[src/rtl/srecord_s19_framer_defines.svh]
// Assertion macros shared by the S-record framer RTL.
// No dependencies; included by the files that carry assertions.
`ifndef SRECORD_S19_FRAMER_DEFINES_SVH
`define SRECORD_S19_FRAMER_DEFINES_SVH

// Same-cycle implication, sampled on clk, off during reset.
`define SFR_ASSERT_IMP(lbl, ante, cons, msg) \
	lbl: assert property (@(posedge clk) disable iff (!arst_n) (ante) |-> (cons)) \
		else $error(msg);

// Next-cycle implication, sampled on clk, off during reset.
`define SFR_ASSERT_NXT(lbl, ante, cons, msg) \
	lbl: assert property (@(posedge clk) disable iff (!arst_n) (ante) |=> (cons)) \
		else $error(msg);

`endif

[src/rtl/sfr_pkg.sv]
// Types and constants for the S-record framer.
// No dependencies; used by sfr_out and srecord_s19_framer.
package sfr_pkg;

	localparam logic [2:0] OP_BYTE  = 3'd0;
	localparam logic [2:0] OP_WORD  = 3'd1;
	localparam logic [2:0] OP_START = 3'd2;
	localparam logic [2:0] OP_FLUSH = 3'd3;
	localparam logic [2:0] OP_END   = 3'd4;

	localparam logic [7:0] HDR_BYTES = 8'd3;   // two address bytes + checksum
	localparam logic [7:0] S9_COUNT  = 8'h03;

	localparam logic KIND_S1 = 1'b0;
	localparam logic KIND_S9 = 1'b1;

	typedef enum logic [3:0] {
		ST_IDLE,
		ST_WRITE,
		ST_F_CNT,
		ST_F_AHI,
		ST_F_ALO,
		ST_F_RD,
		ST_F_DAT,
		ST_F_SUM,
		ST_S9_CNT,
		ST_S9_HI,
		ST_S9_LO,
		ST_S9_SUM
	} state_t;

	typedef struct packed {
		logic       kind;
		logic [7:0] rbyte;
		logic       first;
		logic       last;
	} result_t;

endpackage

[src/rtl/sfr_buf.sv]
// Record data buffer: one write port, one registered read port.
// Uses no package items; instantiated by srecord_s19_framer.
module sfr_buf #(
	parameter int DEPTH = 32,
	parameter int AW    = 5
) (
	input  logic          clk,
	input  logic          we,
	input  logic [AW-1:0] waddr,
	input  logic [7:0]    wdata,
	input  logic          re,
	input  logic [AW-1:0] raddr,
	output logic [7:0]    rdata
);

	logic [7:0] mem [DEPTH];

	always_ff @(posedge clk) begin
		if (we) begin
			mem[waddr] <= wdata;
		end
	end

	// read data holds until the next read
	always_ff @(posedge clk) begin
		if (re) begin
			rdata <= mem[raddr];
		end
	end

endmodule

[src/rtl/sfr_out.sv]
// Output holding register for emitted record bytes.
// Depends on sfr_pkg (result_t); instantiated by srecord_s19_framer.
module sfr_out (
	input  logic             clk,
	input  logic             arst_n,
	input  logic             load,
	input  sfr_pkg::result_t din,
	output logic             slot_free,
	output logic             out_valid,
	input  logic             out_ready,
	output logic             record_kind,
	output logic [7:0]       record_byte,
	output logic             first_of_record,
	output logic             last_of_run
);

	logic             valid_q;
	sfr_pkg::result_t res_q;

	assign slot_free = !valid_q || out_ready;

	always_ff @(posedge clk or negedge arst_n) begin
		if (!arst_n) begin
			valid_q <= 1'b0;
		end else if (slot_free) begin
			valid_q <= load;
		end
	end

	always_ff @(posedge clk) begin
		if (load && slot_free) begin
			res_q <= din;
		end
	end

	assign out_valid       = valid_q;
	assign record_kind     = res_q.kind;
	assign record_byte     = res_q.rbyte;
	assign first_of_record = res_q.first;
	assign last_of_run     = res_q.last;

endmodule

[src/rtl/srecord_s19_framer.sv]
// Motorola S1/S9 record framer, byte level. An item is taken only while the sequencer is idle.
// A flush of n buffered bytes emits n+4 record bytes; each data byte is one buffer
// read and then one emit, and an S9 record adds four record bytes. Output stalls hold
// the sequencer in its emit states. Depends on sfr_pkg, sfr_buf, sfr_out and
// srecord_s19_framer_defines.svh.
`include "srecord_s19_framer_defines.svh"
module srecord_s19_framer #(
	parameter int MAX_DATA_BYTES = 32
) (
	input  logic        clk,
	input  logic        arst_n,
	input  logic        in_valid,
	output logic        in_ready,
	input  logic [2:0]  opcode,
	input  logic [15:0] value,
	output logic        out_valid,
	input  logic        out_ready,
	output logic        record_kind,
	output logic [7:0]  record_byte,
	output logic        first_of_record,
	output logic        last_of_run
);

	localparam int CW = $clog2(MAX_DATA_BYTES + 1);
	localparam int AW = (MAX_DATA_BYTES > 1) ? $clog2(MAX_DATA_BYTES) : 1;
	localparam logic [CW-1:0] FULL = CW'(MAX_DATA_BYTES);

	sfr_pkg::state_t  state_q, state_nxt;
	logic [CW-1:0]    fill_q, idx_q;
	logic [15:0]      addr_q, addr_adv;
	logic [7:0]       cs_q, count_byte, rdata;
	logic [15:0]      pend_q;
	logic [1:0]       pend_cnt_q;
	logic             end_q;
	logic             wr_en, rd_en, load, slot_free, more_flush;
	sfr_pkg::result_t res;

	assign in_ready   = (state_q == sfr_pkg::ST_IDLE);
	assign count_byte = 8'(fill_q) + sfr_pkg::HDR_BYTES;
	assign addr_adv   = addr_q + 16'(fill_q);
	// a word into a one-byte buffer can flush twice
	assign more_flush = (32'(pend_cnt_q) > MAX_DATA_BYTES);

	sfr_buf #(.DEPTH(MAX_DATA_BYTES), .AW(AW)) u_buf (
		.clk   (clk),
		.we    (wr_en),
		.waddr (fill_q[AW-1:0]),
		.wdata (pend_q[7:0]),
		.re    (rd_en),
		.raddr (idx_q[AW-1:0]),
		.rdata (rdata)
	);

	sfr_out u_out (
		.clk             (clk),
		.arst_n          (arst_n),
		.load            (load),
		.din             (res),
		.slot_free       (slot_free),
		.out_valid       (out_valid),
		.out_ready       (out_ready),
		.record_kind     (record_kind),
		.record_byte     (record_byte),
		.first_of_record (first_of_record),
		.last_of_run     (last_of_run)
	);

	always_ff @(posedge clk or negedge arst_n) begin
		if (!arst_n) begin
			state_q <= sfr_pkg::ST_IDLE;
		end else begin
			state_q <= state_nxt;
		end
	end

	always_comb begin
		state_nxt = state_q;
		load      = 1'b0;
		wr_en     = 1'b0;
		rd_en     = 1'b0;
		res       = '0;
		case (state_q)
			sfr_pkg::ST_IDLE: begin
				if (in_valid) begin
					case (opcode)
						sfr_pkg::OP_BYTE, sfr_pkg::OP_WORD: state_nxt = sfr_pkg::ST_WRITE;
						sfr_pkg::OP_FLUSH:
							state_nxt = (fill_q == '0) ? sfr_pkg::ST_IDLE : sfr_pkg::ST_F_CNT;
						sfr_pkg::OP_END:
							state_nxt = (fill_q == '0) ? sfr_pkg::ST_S9_CNT : sfr_pkg::ST_F_CNT;
						default: state_nxt = sfr_pkg::ST_IDLE;
					endcase
				end
			end
			sfr_pkg::ST_WRITE: begin
				if (pend_cnt_q == 2'd0) begin
					state_nxt = sfr_pkg::ST_IDLE;
				end else if (fill_q == FULL) begin
					state_nxt = sfr_pkg::ST_F_CNT;
				end else begin
					wr_en = 1'b1;
					if (pend_cnt_q == 2'd1) begin
						state_nxt = sfr_pkg::ST_IDLE;
					end
				end
			end
			sfr_pkg::ST_F_CNT: begin
				res = '{sfr_pkg::KIND_S1, count_byte, 1'b1, 1'b0};
				if (slot_free) begin
					load      = 1'b1;
					state_nxt = sfr_pkg::ST_F_AHI;
				end
			end
			sfr_pkg::ST_F_AHI: begin
				res = '{sfr_pkg::KIND_S1, addr_q[15:8], 1'b0, 1'b0};
				if (slot_free) begin
					load      = 1'b1;
					state_nxt = sfr_pkg::ST_F_ALO;
				end
			end
			sfr_pkg::ST_F_ALO: begin
				res = '{sfr_pkg::KIND_S1, addr_q[7:0], 1'b0, 1'b0};
				if (slot_free) begin
					load      = 1'b1;
					state_nxt = sfr_pkg::ST_F_RD;
				end
			end
			sfr_pkg::ST_F_RD: begin
				rd_en     = 1'b1;
				state_nxt = sfr_pkg::ST_F_DAT;
			end
			sfr_pkg::ST_F_DAT: begin
				res = '{sfr_pkg::KIND_S1, rdata, 1'b0, 1'b0};
				if (slot_free) begin
					load      = 1'b1;
					state_nxt = (idx_q + 1'b1 == fill_q) ? sfr_pkg::ST_F_SUM : sfr_pkg::ST_F_RD;
				end
			end
			sfr_pkg::ST_F_SUM: begin
				res = '{sfr_pkg::KIND_S1, ~(cs_q + count_byte), 1'b0, !end_q && !more_flush};
				if (slot_free) begin
					load = 1'b1;
					if (end_q) begin
						state_nxt = sfr_pkg::ST_S9_CNT;
					end else if (pend_cnt_q != 2'd0) begin
						state_nxt = sfr_pkg::ST_WRITE;
					end else begin
						state_nxt = sfr_pkg::ST_IDLE;
					end
				end
			end
			sfr_pkg::ST_S9_CNT: begin
				res = '{sfr_pkg::KIND_S9, sfr_pkg::S9_COUNT, 1'b1, 1'b0};
				if (slot_free) begin
					load      = 1'b1;
					state_nxt = sfr_pkg::ST_S9_HI;
				end
			end
			sfr_pkg::ST_S9_HI: begin
				res = '{sfr_pkg::KIND_S9, pend_q[15:8], 1'b0, 1'b0};
				if (slot_free) begin
					load      = 1'b1;
					state_nxt = sfr_pkg::ST_S9_LO;
				end
			end
			sfr_pkg::ST_S9_LO: begin
				res = '{sfr_pkg::KIND_S9, pend_q[7:0], 1'b0, 1'b0};
				if (slot_free) begin
					load      = 1'b1;
					state_nxt = sfr_pkg::ST_S9_SUM;
				end
			end
			sfr_pkg::ST_S9_SUM: begin
				res = '{sfr_pkg::KIND_S9,
					~(sfr_pkg::S9_COUNT + pend_q[15:8] + pend_q[7:0]), 1'b0, 1'b1};
				if (slot_free) begin
					load      = 1'b1;
					state_nxt = sfr_pkg::ST_IDLE;
				end
			end
			default: state_nxt = sfr_pkg::ST_IDLE;
		endcase
	end

	always_ff @(posedge clk or negedge arst_n) begin
		if (!arst_n) begin
			fill_q     <= '0;
			idx_q      <= '0;
			addr_q     <= '0;
			cs_q       <= '0;
			pend_cnt_q <= '0;
			end_q      <= 1'b0;
		end else begin
			case (state_q)
				sfr_pkg::ST_IDLE: begin
					if (in_valid) begin
						case (opcode)
							sfr_pkg::OP_BYTE: begin
								pend_cnt_q <= 2'd1;
								end_q      <= 1'b0;
							end
							sfr_pkg::OP_WORD: begin
								pend_cnt_q <= 2'd2;
								end_q      <= 1'b0;
							end
							sfr_pkg::OP_START: begin
								addr_q <= value;
								fill_q <= '0;
								cs_q   <= value[15:8] + value[7:0];
							end
							sfr_pkg::OP_FLUSH: begin
								pend_cnt_q <= 2'd0;
								end_q      <= 1'b0;
							end
							sfr_pkg::OP_END: begin
								pend_cnt_q <= 2'd0;
								end_q      <= 1'b1;
							end
							default: ;
						endcase
					end
				end
				sfr_pkg::ST_WRITE: begin
					if (wr_en) begin
						fill_q     <= fill_q + 1'b1;
						cs_q       <= cs_q + pend_q[7:0];
						pend_cnt_q <= pend_cnt_q - 2'd1;
					end
				end
				sfr_pkg::ST_F_CNT: idx_q <= '0;
				sfr_pkg::ST_F_DAT: begin
					if (slot_free) begin
						idx_q <= idx_q + 1'b1;
					end
				end
				sfr_pkg::ST_F_SUM: begin
					if (slot_free) begin
						addr_q <= addr_adv;
						fill_q <= '0;
						cs_q   <= addr_adv[15:8] + addr_adv[7:0];
					end
				end
				sfr_pkg::ST_S9_SUM: begin
					if (slot_free) begin
						fill_q <= '0;
						cs_q   <= addr_q[15:8] + addr_q[7:0];
						end_q  <= 1'b0;
					end
				end
				default: ;
			endcase
		end
	end

	// pending bytes shift down as they are buffered; also holds the S9 address
	always_ff @(posedge clk) begin
		if (in_ready && in_valid) begin
			pend_q <= value;
		end else if (wr_en) begin
			pend_q <= {8'h00, pend_q[15:8]};
		end
	end

	`SFR_ASSERT_NXT(a_full_flushes,
		(state_q == sfr_pkg::ST_WRITE) && (pend_cnt_q != 2'd0) && (fill_q == FULL),
		state_q == sfr_pkg::ST_F_CNT, "full buffer written without flush")
	`SFR_ASSERT_NXT(a_flush_empties,
		(state_q == sfr_pkg::ST_F_SUM) && slot_free,
		fill_q == '0, "buffer not emptied after record")
	`SFR_ASSERT_IMP(a_idle_checksum,
		(state_q == sfr_pkg::ST_IDLE) && (fill_q == '0),
		cs_q == 8'(addr_q[15:8] + addr_q[7:0]), "checksum out of step with address")
	`SFR_ASSERT_IMP(a_fill_bound,
		wr_en, fill_q < FULL, "write beyond buffer depth")

endmodule

[config.mk]
export PLATFORM = sky130hd
export DESIGN_NAME = srecord_s19_framer
export DESIGN_NICKNAME = d
export VERILOG_FILES = /design/src/rtl/sfr_pkg.sv /design/src/rtl/sfr_buf.sv /design/src/rtl/sfr_out.sv /design/src/rtl/srecord_s19_framer.sv
export VERILOG_INCLUDE_DIRS = /design/src /design/src/rtl
export SDC_FILE = /design/constraint.sdc
export NUM_CORES = 1
export LEC_CHECK = 0
export ABC_AREA = 1
export BUFFER_PORTS_ARGS = -buffer_cell sky130_fd_sc_hd__buf_2
export CAP_MARGIN = 5
export CORE_MARGIN = 2
export CORE_UTILIZATION = 35
export DETAILED_ROUTE_END_ITERATION = 10
export HOLD_SLACK_MARGIN = 0.08
export PLACE_DENSITY = 0.59
export REMOVE_ABC_BUFFERS = 1
export SLEW_MARGIN = 40
export SYNTH_ARGS = -nofsm -noshare
export SYNTH_HDL_FRONTEND = slang
export SYNTH_SLANG_ARGS = --single-unit
[constraint.sdc]
create_clock -name clk -period 4.5 [get_ports clk]
set_clock_uncertainty 0.05 [all_clocks]
set_input_delay 0 -clock clk [delete_from_list [all_inputs] [get_ports clk]]
set_output_delay 0 -clock clk [all_outputs]
set_load 0.01 [all_outputs]
==> flow_metrics.py <==
metrics = {
    "finish": {
        "multi_input_area_um2": 6060,
        "fin_nets": 1809,
        "layout.area.seq_um2": 9840,
        "final_common_cell": "edfxtp_1",
        "layout-drive-gt1-share_pct": 9.79,
        "fin_cells": 2361,
        "syn_to_final_growth_pct": 14.3,
        "fillers": 4620,
        "layout_common_cells": "291 x edfxtp_1, 259 x nor2_1, 214 x o21ai_0",
        "n_antenna_cell": 0,
    },
    "cts": {
        "clkTransAtPathRegs_ns": 0.06,
        "clk_path_buf_depth": 3,
        "clkLatencyLatePin_ns": 0.56,
        "htreeDepth": 2,
        "cts.sinks": 335,
        "cts_tree": "built",
        "root_buffer": "clkbuf_16",
        "numCtsBuffers": 38,
        "postCtsSetupBuffers": 0,
    },
    "synth": {
        "async_flop_share_pct": 13.1,
        "yosys_most_used_dff": "edfxtp_1",
        "synth_cells": 1659,
        "synth_area_per_cell_um2": 10.1,
        "synth_seq_cells": 335,
        "yosys_warnings": 0,
        "ys_seq_area_share_pct": 58.8,
        "synthesis.area_um2": 16700,
        "synth_edf_count": 291,
        "ys_types": 51,
    },
    "drt": {
        "vias_per_cell": 5.35,
        "via_count": 12600,
        "post-route-drc-count": 0,
        "dr.pass1.iters": 6,
        "first_iter_violations": 1167,
        "wire_per_inst_um": 20.3,
        "ant_nets": 0,
        "wl_um": 47800,
    },
    "sta": {
        "tightest_slew_ns": 0.835,
        "max_freq_ghz": 0.299,
        "relSlewSlack_pct": 44.3,
        "drv_slew": 0,
        "hold_violations": 0,
        "setup_violations": 0,
        "finalSetupTns_ns": 0,
        "rsz0062_at_grt": "no",
        "min_period_ns": 3.35,
        "setup_ws_ns": 1.15,
        "fin_crit_sh_pct": 74.4,
    },
    "worst_hold_path": {
        "hp-class": "in -> reg",
        "whs_endpoint": "pend_q[14]$_SDFFCE_PN0P_",
        "whs_path_depth": 4,
        "worstHoldStart": "value[14]",
    },
    "setup_path": {
        "worstSetupStartpoint": "fill_q[3]$_DFFE_PN0P_",
        "rr_worst_depth": 18,
        "start_kind": "register",
        "crit_type": "reg -> reg",
        "crit_required_ns": 4.90,
        "r2r_start": "fill_q[3]$_DFFE_PN0P_",
        "end_kind": "register",
        "timing.rr.end": "cs_q[6]$_DFFE_PN0P_",
        "cp_max_fo": 11,
        "regToRegSetupSlack_ns": 1.15,
        "arrival_ns": 3.75,
    },
    "die": {
        "rows": 80,
        "dieArea_um2": 49600,
        "die_h_um": 223,
        "die_x_um": 223,
        "initial_core_util_pct": 35.3,
        "io_pins": 36,
        "core_um2": 47400,
    },
    "global_routing": {
        "grt_max_degree": 135,
        "globalRoute.totalOverflow": 0,
        "grt_pass1_vias": 12100,
        "antenna_found_initial": 0,
        "grt_pass1_wl_um": 72900,
        "grt.total_usage_pct": 19.3,
    },
    "placed_design": {
        "dp_hpwl_um": 32100,
        "portBuffers": 35,
        "dpl.cell_count": 2263,
        "routabilityCongestion": 0.979,
        "pre_cts_ws_ns": 1.22,
    },
    "power_and_ir_drop": {
        "power.leakage_uw": 0.00730,
        "power.density_nw_per_um2": 703,
        "peakVddDrop_mv": 0.411,
    },
    "flow_run": {
        "cap_violations": 0,
    },
    "status": {
        "status": "finished, final reports clean",
    },
}
==> state kept, by name (all words and copies together), names as in the netlist <==
name,cells
u_out.record_kind,1
state_q,4
u_out.last_of_run,1
addr_q,16
u_buf.mem,256
u_out.record_byte,8
idx_q,6
pend_cnt_q,2
end_q,1
fill_q,6
pend_q,16
u_buf.rdata,8
cs_q,8
u_out.out_valid,1
u_out.first_of_record,1
==> how the worst max path moves through the flow <==
stage,to,cells after the start,slack [ns]
after floorplan,u_buf.rdata[0]$_DFFE_PP_,7,-0.69
after global placement,cs_q[7]$_DFFE_PN0P_,18,1.28
after global routing,cs_q[7]$_DFFE_PN0P_,18,0.79
final,cs_q[6]$_DFFE_PN0P_,18,1.15
after CTS,cs_q[6]$_DFFE_PN0P_,18,1.21
after detailed placement,cs_q[6]$_DFFE_PN0P_,18,1.22
==> power by group <==
group	internal [µW]	switching [µW]	total, µW
Sequential	4110	421	4530
Clock	1720	1290	3010
Combinational	1860	4050	5910
==> routing by layer <==
layer / track usage, % / vias up / routed length (µm)
li1: - / 5965 / -
met1: 26.1 / 6151 / 20700
met2: 31.6 / 433 / 22600
met3: 2.57 / 88 / 2930
met4: 7.10 / 0 / 1520
met5: 0 / - / 0
==> timing repair <==
item,CTS,global route
hold buffers,30,0
resized for setup,0,0
endpoints found under the hold margin,90,0
==> logic make-up (layout without fill, tap and decap cells) <==
family	Yosys count	count (layout)	synth area share (%)
AO/OA/AOI/OAI	429	429	14.4
AND/OR/NAND/NOR	576	576	14.5
XOR/XNOR	33	33	1.73
buffers and inverters	218	305	5.10
flip-flops	335	335	58.8
adder cells (fa/ha/maj)	68	68	5.40
==> synth_stat cells (5+ instances only) <==
| cell type | n | area, µm² |
|---|---|---|
| inv_1 | 138 | 518 |
| fa_1 | 7 | 140 |
| o21ai_1 | 6 | 30.0 |
| dfrtp_1 | 44 | 1100 |
| a211oi_1 | 5 | 37.5 |
| o211ai_1 | 6 | 45.0 |
| a21oi_1 | 69 | 345 |
| clkbuf_1 | 57 | 214 |
| inv_2 | 9 | 33.8 |
| or2_2 | 5 | 31.3 |
| nor3_1 | 12 | 60.1 |
| a31oi_1 | 6 | 37.5 |
| a221oi_1 | 10 | 87.6 |
| o21ai_0 | 214 | 1070 |
| nor2_2 | 7 | 43.8 |
| nand2_1 | 208 | 781 |
| nand2_2 | 5 | 31.3 |
| nand3_1 | 41 | 205 |
| edfxtp_1 | 291 | 8740 |
| o22ai_1 | 91 | 569 |
| nor2_1 | 269 | 1010 |
| ha_1 | 61 | 763 |
| xnor2_1 | 7 | 61.3 |
| nand4_1 | 9 | 56.3 |
| xor2_1 | 26 | 228 |
| buf_2 | 10 | 50.1 |
==> area by class of cell <==
class                   instances  share of cell area [%]
repair buffers                 88                    3.59
clock inverters                22                   0.994
inverters                     149                    2.97
flip-flops and latches        335                    51.5
well taps                     615                    4.02
multi-input cells            1106                    31.7
clock buffers                  46                    5.24
==> metrics by stage <==
step / utilization, % / total power (µW) / instance area [µm²] / hold WS, ns
after floorplan: - / 8250 / 16400 / -0.346
after global placement: 37.1 / 10300 / 17600 / 0.117
after detailed placement: 37.1 / 10400 / 17600 / 0.114
after CTS: 40.3 / 13500 / 19100 / 0.259
after global routing: 40.3 / 14300 / 19100 / 0.306
final: 40.3 / 13500 / 19100 / 0.276
==> critical path, cell delays in order (launching register included) <==
cell	delay, ns
dfrtp_1	0.51
ha_1	0.43
inv_1	0.09
nor3_1	0.16
nand2_1	0.13
nand2_1	0.13
nand2_1	0.08
nor2_1	0.17
nand4_1	0.13
xor2_1	0.18
ha_1	0.36
nand2_1	0.11
nor2_1	0.06
a211oi_1	0.28
nand3b_1	0.11
nand3_1	0.10
nand2_1	0.06
nand2_1	0.06
nand2_1	0.04
Note: power is estimated with default switching activity, not from simulation.
